`src/hdl/rolling_average_defines.svh`:
```
// Assertion macros shared by the rolling average RTL.
// Define NO_ASSERTIONS to compile every check away.
`ifndef ROLLING_AVERAGE_DEFINES_SVH
`define ROLLING_AVERAGE_DEFINES_SVH

`ifndef NO_ASSERTIONS

// ante holds, cons holds in the same cycle
`define RA_ASSERT_IMPL(name, ante, cons) \
  name: assert property (@(posedge clk) disable iff (!rst_n) (ante) |-> (cons)) \
    else $error("rolling_average: check failed");

// ante holds, cons holds in the next cycle
`define RA_ASSERT_NEXT(name, ante, cons) \
  name: assert property (@(posedge clk) disable iff (!rst_n) (ante) |=> (cons)) \
    else $error("rolling_average: check failed");

`else

`define RA_ASSERT_IMPL(name, ante, cons)
`define RA_ASSERT_NEXT(name, ante, cons)

`endif

`endif

```
`src/hdl/ra_pkg.sv`:
```
package ra_pkg;

  localparam int SAMPLE_W  = 16;
  localparam int SUM_W     = 23;
  localparam int CNT_W     = 7;
  localparam int AVG_W     = 24;
  localparam int FRAC_W    = 8;
  // magnitude of sum times 256 stays below 2**30
  localparam int DVD_W     = 30;
  localparam int DIV_BITS  = 2;
  localparam int DIV_STEPS = DVD_W / DIV_BITS;
  localparam int STEP_W    = 4;

  // queue depth must be a power of two
  localparam int QUEUE_DEPTH = 2;
  localparam int QPTR_W      = 1;
  localparam int QCNT_W      = 2;

  localparam logic [CNT_W-1:0] WINDOW_RESET = 7'd8;

  typedef struct packed {
    logic signed [SUM_W-1:0] sum;
    logic [CNT_W-1:0]        count;
  } job_t;

  typedef enum logic {
    F_IDLE,
    F_UPD
  } front_state_t;

  typedef enum logic [1:0] {
    B_IDLE,
    B_RUN,
    B_DONE
  } back_state_t;

endpackage

```
`src/hdl/ra_fifo.sv`:
```
module ra_fifo (
  input  logic          clk,
  input  logic          rst_n,
  input  logic          push,
  input  ra_pkg::job_t  job_in,
  output logic          full,
  input  logic          pop,
  output ra_pkg::job_t  job_out,
  output logic          empty
);

  ra_pkg::job_t                  q_r [ra_pkg::QUEUE_DEPTH];
  logic [ra_pkg::QPTR_W-1:0]     wr_ptr_r, wr_ptr_nxt;
  logic [ra_pkg::QPTR_W-1:0]     rd_ptr_r, rd_ptr_nxt;
  logic [ra_pkg::QCNT_W-1:0]     cnt_r, cnt_nxt;
  logic                          do_push, do_pop;

  assign full    = (cnt_r == ra_pkg::QCNT_W'(ra_pkg::QUEUE_DEPTH));
  assign empty   = (cnt_r == '0);
  assign job_out = q_r[rd_ptr_r];
  assign do_push = push && !full;
  assign do_pop  = pop && !empty;

  always_comb begin
    wr_ptr_nxt = do_push ? wr_ptr_r + 1'b1 : wr_ptr_r;
    rd_ptr_nxt = do_pop ? rd_ptr_r + 1'b1 : rd_ptr_r;
    cnt_nxt    = cnt_r;
    if (do_push && !do_pop) begin
      cnt_nxt = cnt_r + 1'b1;
    end else if (do_pop && !do_push) begin
      cnt_nxt = cnt_r - 1'b1;
    end
  end

  always_ff @(posedge clk) begin
    if (!rst_n) begin
      wr_ptr_r <= '0;
      rd_ptr_r <= '0;
      cnt_r    <= '0;
    end else begin
      wr_ptr_r <= wr_ptr_nxt;
      rd_ptr_r <= rd_ptr_nxt;
      cnt_r    <= cnt_nxt;
    end
  end

  always_ff @(posedge clk) begin
    if (do_push) begin
      q_r[wr_ptr_r] <= job_in;
    end
  end

endmodule

```
`src/hdl/ra_front.sv`:
```
`include "rolling_average_defines.svh"

module ra_front #(
  parameter int MAX_WINDOW = 64
) (
  input  logic                              clk,
  input  logic                              rst_n,
  input  logic                              cfg_write,
  input  logic [ra_pkg::CNT_W-1:0]          cfg_window_size,
  input  logic                              in_push,
  input  logic signed [ra_pkg::SAMPLE_W-1:0] in_sample,
  output logic                              in_full,
  output logic                              q_push,
  output ra_pkg::job_t                      q_job,
  input  logic                              q_full
);

  localparam int CW       = ra_pkg::CNT_W;
  localparam int SW       = ra_pkg::SUM_W;
  localparam int AW       = (MAX_WINDOW > 1) ? $clog2(MAX_WINDOW) : 1;
  localparam int IW       = (AW > CW) ? AW : CW;
  localparam int SIZE_CAP = (MAX_WINDOW > (1 << CW) - 1) ? (1 << CW) - 1 : MAX_WINDOW;
  localparam logic [CW-1:0] CAP = CW'(SIZE_CAP);

  logic signed [ra_pkg::SAMPLE_W-1:0] mem [MAX_WINDOW];

  ra_pkg::front_state_t               state_r, state_nxt;
  logic [CW-1:0]                      ws_r;
  logic [CW-1:0]                      fill_r, fill_nxt;
  logic [CW-1:0]                      wp_r, wp_nxt;
  logic signed [SW-1:0]               sum_r, sum_nxt;
  logic signed [ra_pkg::SAMPLE_W-1:0] sample_r;
  logic signed [ra_pkg::SAMPLE_W-1:0] rd_data_r;
  logic [CW-1:0]                      eff_size;
  logic                               filling, accept;
  logic [IW-1:0]                      fill_wide, wp_wide;
  logic [AW-1:0]                      fill_addr, wp_addr;
  logic                               mem_we;
  logic [AW-1:0]                      mem_wa;
  logic signed [ra_pkg::SAMPLE_W-1:0] mem_wd;

  // zero acts as one, oversize clamps to the store depth
  always_comb begin
    if (ws_r == '0) begin
      eff_size = CW'(1);
    end else if (ws_r > CAP) begin
      eff_size = CAP;
    end else begin
      eff_size = ws_r;
    end
  end

  assign fill_wide = IW'(fill_r);
  assign wp_wide   = IW'(wp_r);
  assign fill_addr = fill_wide[AW-1:0];
  assign wp_addr   = wp_wide[AW-1:0];
  assign filling   = (fill_r < eff_size);
  assign in_full   = (state_r != ra_pkg::F_IDLE) || q_full;
  assign accept    = in_push && !in_full;

  always_comb begin
    state_nxt = state_r;
    fill_nxt  = fill_r;
    wp_nxt    = wp_r;
    sum_nxt   = sum_r;
    mem_we    = 1'b0;
    mem_wa    = fill_addr;
    mem_wd    = in_sample;
    q_push    = 1'b0;
    unique case (state_r)
      ra_pkg::F_IDLE: begin
        if (accept) begin
          if (filling) begin
            // append at the next free slot
            mem_we   = 1'b1;
            sum_nxt  = sum_r + SW'(in_sample);
            fill_nxt = fill_r + 1'b1;
            q_push   = 1'b1;
          end else begin
            // go to F_UPD, which uses the oldest entry read from the store
            state_nxt = ra_pkg::F_UPD;
          end
        end
      end
      ra_pkg::F_UPD: begin
        mem_we    = 1'b1;
        mem_wa    = wp_addr;
        mem_wd    = sample_r;
        sum_nxt   = sum_r + SW'(sample_r) - SW'(rd_data_r);
        wp_nxt    = (wp_r + 1'b1 == eff_size) ? '0 : wp_r + 1'b1;
        q_push    = 1'b1;
        state_nxt = ra_pkg::F_IDLE;
      end
      default: begin
        state_nxt = ra_pkg::F_IDLE;
      end
    endcase
  end

  assign q_job.sum   = sum_nxt;
  assign q_job.count = fill_nxt;

  always_ff @(posedge clk) begin
    if (!rst_n) begin
      state_r <= ra_pkg::F_IDLE;
      ws_r    <= ra_pkg::WINDOW_RESET;
      fill_r  <= '0;
      wp_r    <= '0;
      sum_r   <= '0;
    end else if (cfg_write) begin
      // drop the whole window
      state_r <= ra_pkg::F_IDLE;
      ws_r    <= cfg_window_size;
      fill_r  <= '0;
      wp_r    <= '0;
      sum_r   <= '0;
    end else begin
      state_r <= state_nxt;
      fill_r  <= fill_nxt;
      wp_r    <= wp_nxt;
      sum_r   <= sum_nxt;
    end
  end

  always_ff @(posedge clk) begin
    if (accept) begin
      sample_r <= in_sample;
    end
  end

  always_ff @(posedge clk) begin
    if (mem_we) begin
      mem[mem_wa] <= mem_wd;
    end
    rd_data_r <= mem[wp_addr];
  end

  `RA_ASSERT_IMPL(a_fill_bound, 1'b1, fill_r <= eff_size)
  `RA_ASSERT_NEXT(a_full_to_upd, accept && !filling && !cfg_write, state_r == ra_pkg::F_UPD)

endmodule

```
`src/hdl/ra_back.sv`:
```
`include "rolling_average_defines.svh"

module ra_back (
  input  logic                             clk,
  input  logic                             rst_n,
  input  logic                             q_empty,
  input  ra_pkg::job_t                     q_job,
  output logic                             q_pop,
  input  logic                             out_pop,
  output logic                             out_empty,
  output logic signed [ra_pkg::AVG_W-1:0]  out_average,
  output logic [ra_pkg::CNT_W-1:0]         out_samples_held
);

  localparam int CW = ra_pkg::CNT_W;
  localparam int DW = ra_pkg::DVD_W;
  localparam int AV = ra_pkg::AVG_W;
  localparam int SW = ra_pkg::SUM_W;

  ra_pkg::back_state_t         state_r, state_nxt;
  logic [DW-1:0]               dvd_r, dvd_nxt;
  logic [CW-1:0]               rem_r, rem_nxt;
  logic [CW-1:0]               div_r, div_nxt;
  logic                        neg_r, neg_nxt;
  logic [ra_pkg::STEP_W-1:0]   step_r, step_nxt;
  logic                        out_valid_r, out_valid_nxt;
  logic signed [AV-1:0]        avg_r, avg_nxt;
  logic [CW-1:0]               held_r, held_nxt;
  logic [SW-1:0]               mag;
  logic [DW-1:0]               step_dvd;
  logic [CW-1:0]               step_rem;
  logic [CW:0]                 trial;
  logic [AV-1:0]               quot;

  // two restoring-division bits per cycle
  always_comb begin
    step_rem = rem_r;
    step_dvd = dvd_r;
    trial    = '0;
    for (int i = 0; i < ra_pkg::DIV_BITS; i++) begin
      trial    = {step_rem, step_dvd[DW-1]};
      step_dvd = {step_dvd[DW-2:0], 1'b0};
      if (trial >= {1'b0, div_r}) begin
        step_rem    = CW'(trial - {1'b0, div_r});
        step_dvd[0] = 1'b1;
      end else begin
        step_rem = trial[CW-1:0];
      end
    end
  end

  assign mag  = q_job.sum[SW-1] ? SW'(-q_job.sum) : SW'(q_job.sum);
  assign quot = dvd_r[AV-1:0];

  always_comb begin
    state_nxt     = state_r;
    dvd_nxt       = dvd_r;
    rem_nxt       = rem_r;
    div_nxt       = div_r;
    neg_nxt       = neg_r;
    step_nxt      = step_r;
    avg_nxt       = avg_r;
    held_nxt      = held_r;
    q_pop         = 1'b0;
    out_valid_nxt = out_valid_r && !out_pop;
    unique case (state_r)
      ra_pkg::B_IDLE: begin
        if (!q_empty) begin
          q_pop     = 1'b1;
          neg_nxt   = q_job.sum[SW-1];
          dvd_nxt   = DW'({mag, ra_pkg::FRAC_W'(0)});
          rem_nxt   = '0;
          div_nxt   = q_job.count;
          step_nxt  = '0;
          state_nxt = ra_pkg::B_RUN;
        end
      end
      ra_pkg::B_RUN: begin
        dvd_nxt  = step_dvd;
        rem_nxt  = step_rem;
        step_nxt = step_r + 1'b1;
        if (step_r == ra_pkg::STEP_W'(ra_pkg::DIV_STEPS - 1)) begin
          state_nxt = ra_pkg::B_DONE;
        end
      end
      ra_pkg::B_DONE: begin
        // hold until the output register is free
        if (!out_valid_r || out_pop) begin
          avg_nxt       = neg_r ? AV'(-quot) : AV'(quot);
          held_nxt      = div_r;
          out_valid_nxt = 1'b1;
          state_nxt     = ra_pkg::B_IDLE;
        end
      end
      default: begin
        state_nxt = ra_pkg::B_IDLE;
      end
    endcase
  end

  always_ff @(posedge clk) begin
    if (!rst_n) begin
      state_r     <= ra_pkg::B_IDLE;
      out_valid_r <= 1'b0;
    end else begin
      state_r     <= state_nxt;
      out_valid_r <= out_valid_nxt;
    end
  end

  always_ff @(posedge clk) begin
    dvd_r  <= dvd_nxt;
    rem_r  <= rem_nxt;
    div_r  <= div_nxt;
    neg_r  <= neg_nxt;
    step_r <= step_nxt;
    avg_r  <= avg_nxt;
    held_r <= held_nxt;
  end

  assign out_empty        = !out_valid_r;
  assign out_average      = avg_r;
  assign out_samples_held = held_r;

  `RA_ASSERT_IMPL(a_quot_fits, state_r == ra_pkg::B_DONE, dvd_r[DW-1:AV] == '0)
  `RA_ASSERT_IMPL(a_out_held, $fell(out_valid_r), $past(out_pop))

endmodule

```
`src/hdl/rolling_average.sv`:
```
// Channel   Ports                                   Request moves
// input     in_push / in_full, in_sample            one 16-bit sample
// result    out_pop / out_empty, out_average, ...   mean (8 fraction bits) and count
// config    cfg_write, cfg_window_size              window size, empties the window
//
// Front stage takes a sample at once while filling and the queue has room; once full, each
// sample also passes the update state (store read) before the next is taken. Back stage
// divides at 2 quotient bits a cycle and sets the sustained rate; it pops a job when idle.
// A two-entry queue between the stages and the result register let each side stall alone.
// Synchronous active-low reset; window size returns to 8 and the window is empty.
module rolling_average #(
  parameter int MAX_WINDOW = 64
) (
  input  logic                               clk,
  input  logic                               rst_n,
  input  logic                               cfg_write,
  input  logic [ra_pkg::CNT_W-1:0]           cfg_window_size,
  input  logic                               in_push,
  input  logic signed [ra_pkg::SAMPLE_W-1:0] in_sample,
  output logic                               in_full,
  input  logic                               out_pop,
  output logic                               out_empty,
  output logic signed [ra_pkg::AVG_W-1:0]    out_average,
  output logic [ra_pkg::CNT_W-1:0]           out_samples_held
);

  logic         q_push, q_full, q_pop, q_empty;
  ra_pkg::job_t q_job_in, q_job_out;

  ra_front #(
    .MAX_WINDOW (MAX_WINDOW)
  ) u_front (
    .clk             (clk),
    .rst_n           (rst_n),
    .cfg_write       (cfg_write),
    .cfg_window_size (cfg_window_size),
    .in_push         (in_push),
    .in_sample       (in_sample),
    .in_full         (in_full),
    .q_push          (q_push),
    .q_job           (q_job_in),
    .q_full          (q_full)
  );

  ra_fifo u_fifo (
    .clk     (clk),
    .rst_n   (rst_n),
    .push    (q_push),
    .job_in  (q_job_in),
    .full    (q_full),
    .pop     (q_pop),
    .job_out (q_job_out),
    .empty   (q_empty)
  );

  ra_back u_back (
    .clk              (clk),
    .rst_n            (rst_n),
    .q_empty          (q_empty),
    .q_job            (q_job_out),
    .q_pop            (q_pop),
    .out_pop          (out_pop),
    .out_empty        (out_empty),
    .out_average      (out_average),
    .out_samples_held (out_samples_held)
  );

endmodule

```
`config.mk`:
```
export PLATFORM = sky130hd
export DESIGN_NAME = rolling_average
export DESIGN_NICKNAME = d
export VERILOG_FILES = /design/src/hdl/ra_pkg.sv /design/src/hdl/ra_fifo.sv /design/src/hdl/ra_front.sv /design/src/hdl/ra_back.sv /design/src/hdl/rolling_average.sv
export VERILOG_INCLUDE_DIRS = /design/src /design/src/hdl
export SDC_FILE = /design/constraint.sdc
export NUM_CORES = 2
export LEC_CHECK = 0
export BUFFER_PORTS_ARGS = -buffer_cell sky130_fd_sc_hd__buf_2
export CORE_MARGIN = 1
export CORE_UTILIZATION = 50
export DETAILED_ROUTE_END_ITERATION = 12
export PLACE_DENSITY = 0.7
export SLEW_MARGIN = 20
export SYNTH_ARGS = -nofsm -noshare
export SYNTH_HDL_FRONTEND = slang
export SYNTH_SLANG_ARGS = --single-unit
```
`constraint.sdc`:
```
create_clock -name clk -period 5.55 [get_ports clk]
set_clock_uncertainty 0.15 [all_clocks]
set_input_delay 1.11 -clock clk [delete_from_list [all_inputs] [get_ports clk]]
set_output_delay 1.11 -clock clk [all_outputs]
set_load 0.01 [all_outputs]
```
==> qor.csv <==
stage,metric,value,unit
sta,WHS,0.2969,ns
floorplan,num ports,61,
placement,pre-CTS setup slack,0.6803,ns
sta,final period utilization,0.8946,
sta,Setup TNS,0,ns
worst_setup_path,WP data arrival,5.24,ns
synthesis,"Warnings, synthesis",0,
worst_setup_path,WS Path Type,reg -> reg,
detailed_routing,WL/cell,26.97,um
finish,Final Util,0.5710,
finish,Layout Cells excl Fill,4554,
worst_setup_path,reg2reg start,u_back.dvd_r[29],
global_route,first-pass GRT wire length,183800,um
finish,share of layout cells above drive strength 1,0.2394,
detailed_routing,final antenna-violating net count,0,
clock_tree,post-CTS sizing,0,
clock_tree,clk slew on worst S/H paths,0.06,ns
hold_path,hold crit path type,reg -> reg,
finish,fill cell count,7663,
placement,dpl cells,4322,
power,Static Leak,19.18,nW
clock_tree,H-Tree Depth,4,
detailed_routing,final WL,122800,um
floorplan,Die Ht,326.5,um
clock_tree,CTS tree,done,
finish,Nets,3200,
floorplan,core area,0.1039,sq mm
synthesis,distinct cell type count after synthesis,72,
global_route,initial antenna violation count,5,
synthesis,Mapped Avg Cell Area,18.20,sq um
floorplan,Starting Density,0.5064,
sta,actual slew at the worst max-slew pin,1.057,ns
clock_tree,clock root buffer,clkbuf_16,
power,maximum VDD drop,0.0003075,V
finish,Ant. Diodes,0,
synthesis,Synth Register Bits,1249,
worst_setup_path,crit path capture,u_back.rem_r[2],
synthesis,post-synthesis async set-or-reset flop share,0,
power,Pwr Density,399.8,mW/mm^2
clock_tree,# hold bufs at CTS,0,
synthesis,Synth area leaders,"edfxtp_1, mux4_2, dfxtp_1",
worst_setup_path,crit start category,flop,
synthesis,"Top FF cell, synth",edfxtp_1,
floorplan,Rows,118,
sta,final setup vio count,0,
synthesis,largest area contributor in the netlist,edfxtp_1,
detailed_routing,Vias per Instance,6.161,
worst_setup_path,R2R depth,18,
placement,gpl congestion,0.8760,
worst_setup_path,Worst R2R Setup Slack,0.58,ns
placement,IO Port Bufs,60,
sta,Rel. slew slack,0.2955,
run,Max Cap Viol,0,
sta,minimum period implied by the final worst setup slack,4.965,ns
detailed_routing,via count,28056,
sta,Setup WS post-layout,0.5847,ns
global_route,GRT Total Usage,0.2342,
sta,Slew Limit Fails,0,
synthesis,synthesized instance count,2893,
detailed_routing,DR pass1 iterations,5,
finish,cell area after layout,0.05934,sq mm
clock_tree,setup bufs post-CTS,0,
global_route,gr ovfl total,0,
clock_tree,cts bufs inserted,130,
sta,fmax,0.2014,GHz
worst_setup_path,FF-to-FF End,u_back.rem_r[2],
worst_setup_path,Worst Setup SP,u_back.dvd_r[29],
synthesis,Mapped Area,0.05264,sq mm
synthesis,post-synth top area share,0.6731,
global_route,pin count of the biggest net entering global routing,92,
worst_setup_path,CP Capture Type,flop,
global_route,vias in the first global route,28188,
synthesis,sequential area share after synthesis,0.6994,
floorplan,full die area,0.1066,sq mm
power,Tot Pwr,23.72,mW
worst_setup_path,crit path max fanout,9,
clock_tree,TritonCTS Sinks,1249,
floorplan,Die Width,326.5,um
placement,post-DP HPWL,76730,um
sta,RSZ-0062 raised after global routing,false,
placement,placed instance area,0.05512,sq mm
outcome,status,"finished, final reports clean",
synthesis,"EDFF count, synth",1180,
worst_setup_path,"Data required, critical path",5.82,ns
detailed_routing,Starting DRT DRC Count,3485,
detailed_routing,Residual DRC,0,
synthesis,syn nets,3019,
clock_tree,worst skew pair latency,0.74,ns
finish,Area Overhead vs Synth,12.74,%
clock_tree,CTS max path bufs,3,
sta,final hold vios,0,
==> critical path, stage by stage, from the launching register on <==
cell	delay, ns
edfxtp_1	0.36
inv_1	0.08
ha_1	0.17
inv_1	0.06
fa_1	0.41
a21o_1	0.18
a21oi_1	0.23
o21ai_0	0.20
a31oi_2	0.53
mux2_2	0.42
ha_1	0.33
nor2b_1	0.15
o21ai_0	0.25
a21oi_1	0.14
o31ai_1	0.33
o311ai_1	0.22
buf_4	0.23
mux2i_1	0.16
nor2_1	0.07
==> power breakdown <==
| group | switching (mW) | internal (mW) | leakage (nW) |
|---|---|---|---|
| sequential | 0.309 | 11.0 | 11.3 |
| clock | 3.62 | 4.97 | 2.04 |
| combinational | 2.35 | 1.50 | 5.88 |
| total | 6.28 | 17.4 | 19.2 |
==> cell usage after synthesis, types with 33 or more instances <==
cell      number
edfxtp_1    1180
mux4_2       336
nor2_1       142
nand2_1      138
inv_1        127
o21ai_0       86
a21oi_1       77
ha_1          73
dfxtp_1       69
clkbuf_1      63
xnor2_1       49
mux2i_1       37
nor3_1        34
buf_2         33
xor2_1        33
==> kinds of logic (layout without fill, tap and decap cells) <==
family / count (synthesis) / count (layout) / synth area share
fa+ha+maj: 98 / 98 / 0.02686
xor+xnor: 82 / 82 / 0.01364
simple gates: 506 / 506 / 0.04630
compound gates: 299 / 299 / 0.03670
buf+inv: 255 / 536 / 0.01968
flops: 1249 / 1249 / 0.6994
mux: 404 / 404 / 0.1574
==> placed cells by master (no fill, tap or decap), types with 25 or more instances in the layout <==
cell type | netlist | final
buf_2 | 33 | 60
ha_1 | 73 | 73
edfxtp_1 | 1180 | 1180
a21oi_1 | 77 | 77
buf_4 | 4 | 109
xor2_1 | 33 | 33
inv_1 | 127 | 127
nor3_1 | 34 | 33
mux2i_1 | 37 | 37
mux4_2 | 336 | 336
fa_1 | 25 | 25
xnor2_1 | 49 | 49
mux2_2 | 31 | 31
and2_1 | 31 | 31
clkbuf_16 | 0 | 134
nor2_1 | 142 | 141
nand2_1 | 138 | 138
o21ai_0 | 86 | 85
nand3_1 | 32 | 32
dfxtp_1 | 69 | 63
==> flip-flops by register name, summed over array words and instances, names as in the netlist, 16 cells and up, named ones only <==
signal / flops
u_front.mem: 1024
u_fifo.q_r: 60
u_back.dvd_r: 30
u_back.out_average: 24
u_front.sum_r: 23
u_front.rd_data_r: 16
u_front.sample_r: 16
==> worst min path at each step <==
stage	slack, ns	cells past startpoint	end	start
after floorplan	0.28	0	u_back.out_samples_held[2]	u_back.div_r[2]
after global placement	0.29	0	u_back.out_samples_held[6]	u_back.div_r[6]
after detailed placement	0.29	0	u_back.out_samples_held[4]	u_back.div_r[4]
after CTS	0.30	0	u_back.out_samples_held[4]	u_back.div_r[4]
after global routing	0.31	0	u_back.out_samples_held[4]	u_back.div_r[4]
final	0.30	0	u_back.out_samples_held[4]	u_back.div_r[4]
==> layer usage <==
layer | share of wire | vias to the layer above | track usage | wire, um
met5 | 0.00022 | - | 0 | 27
met4 | 0.026 | 4 | 0.06938 | 3200
met3 | 0.089 | 208 | 0.04524 | 10990
met2 | 0.48 | 1360 | 0.3692 | 58730
met1 | 0.41 | 14533 | 0.3342 | 49880
li1 | - | 11951 | - | -
==> area by class of cell <==
class,instances,area (sq um),share of cell area
Clock buffer,153,3425,0.05771
Clock inverter,79,797.0,0.01343
Inverter,128,480.5,0.008096
Multi-Input combinational cell,1389,14820,0.2497
Sequential cell,1249,36830,0.6207
Tap cell,1380,1727,0.02910
Timing Repair Buffer,176,1266,0.02134
Power figures use the tool's default switching activity.
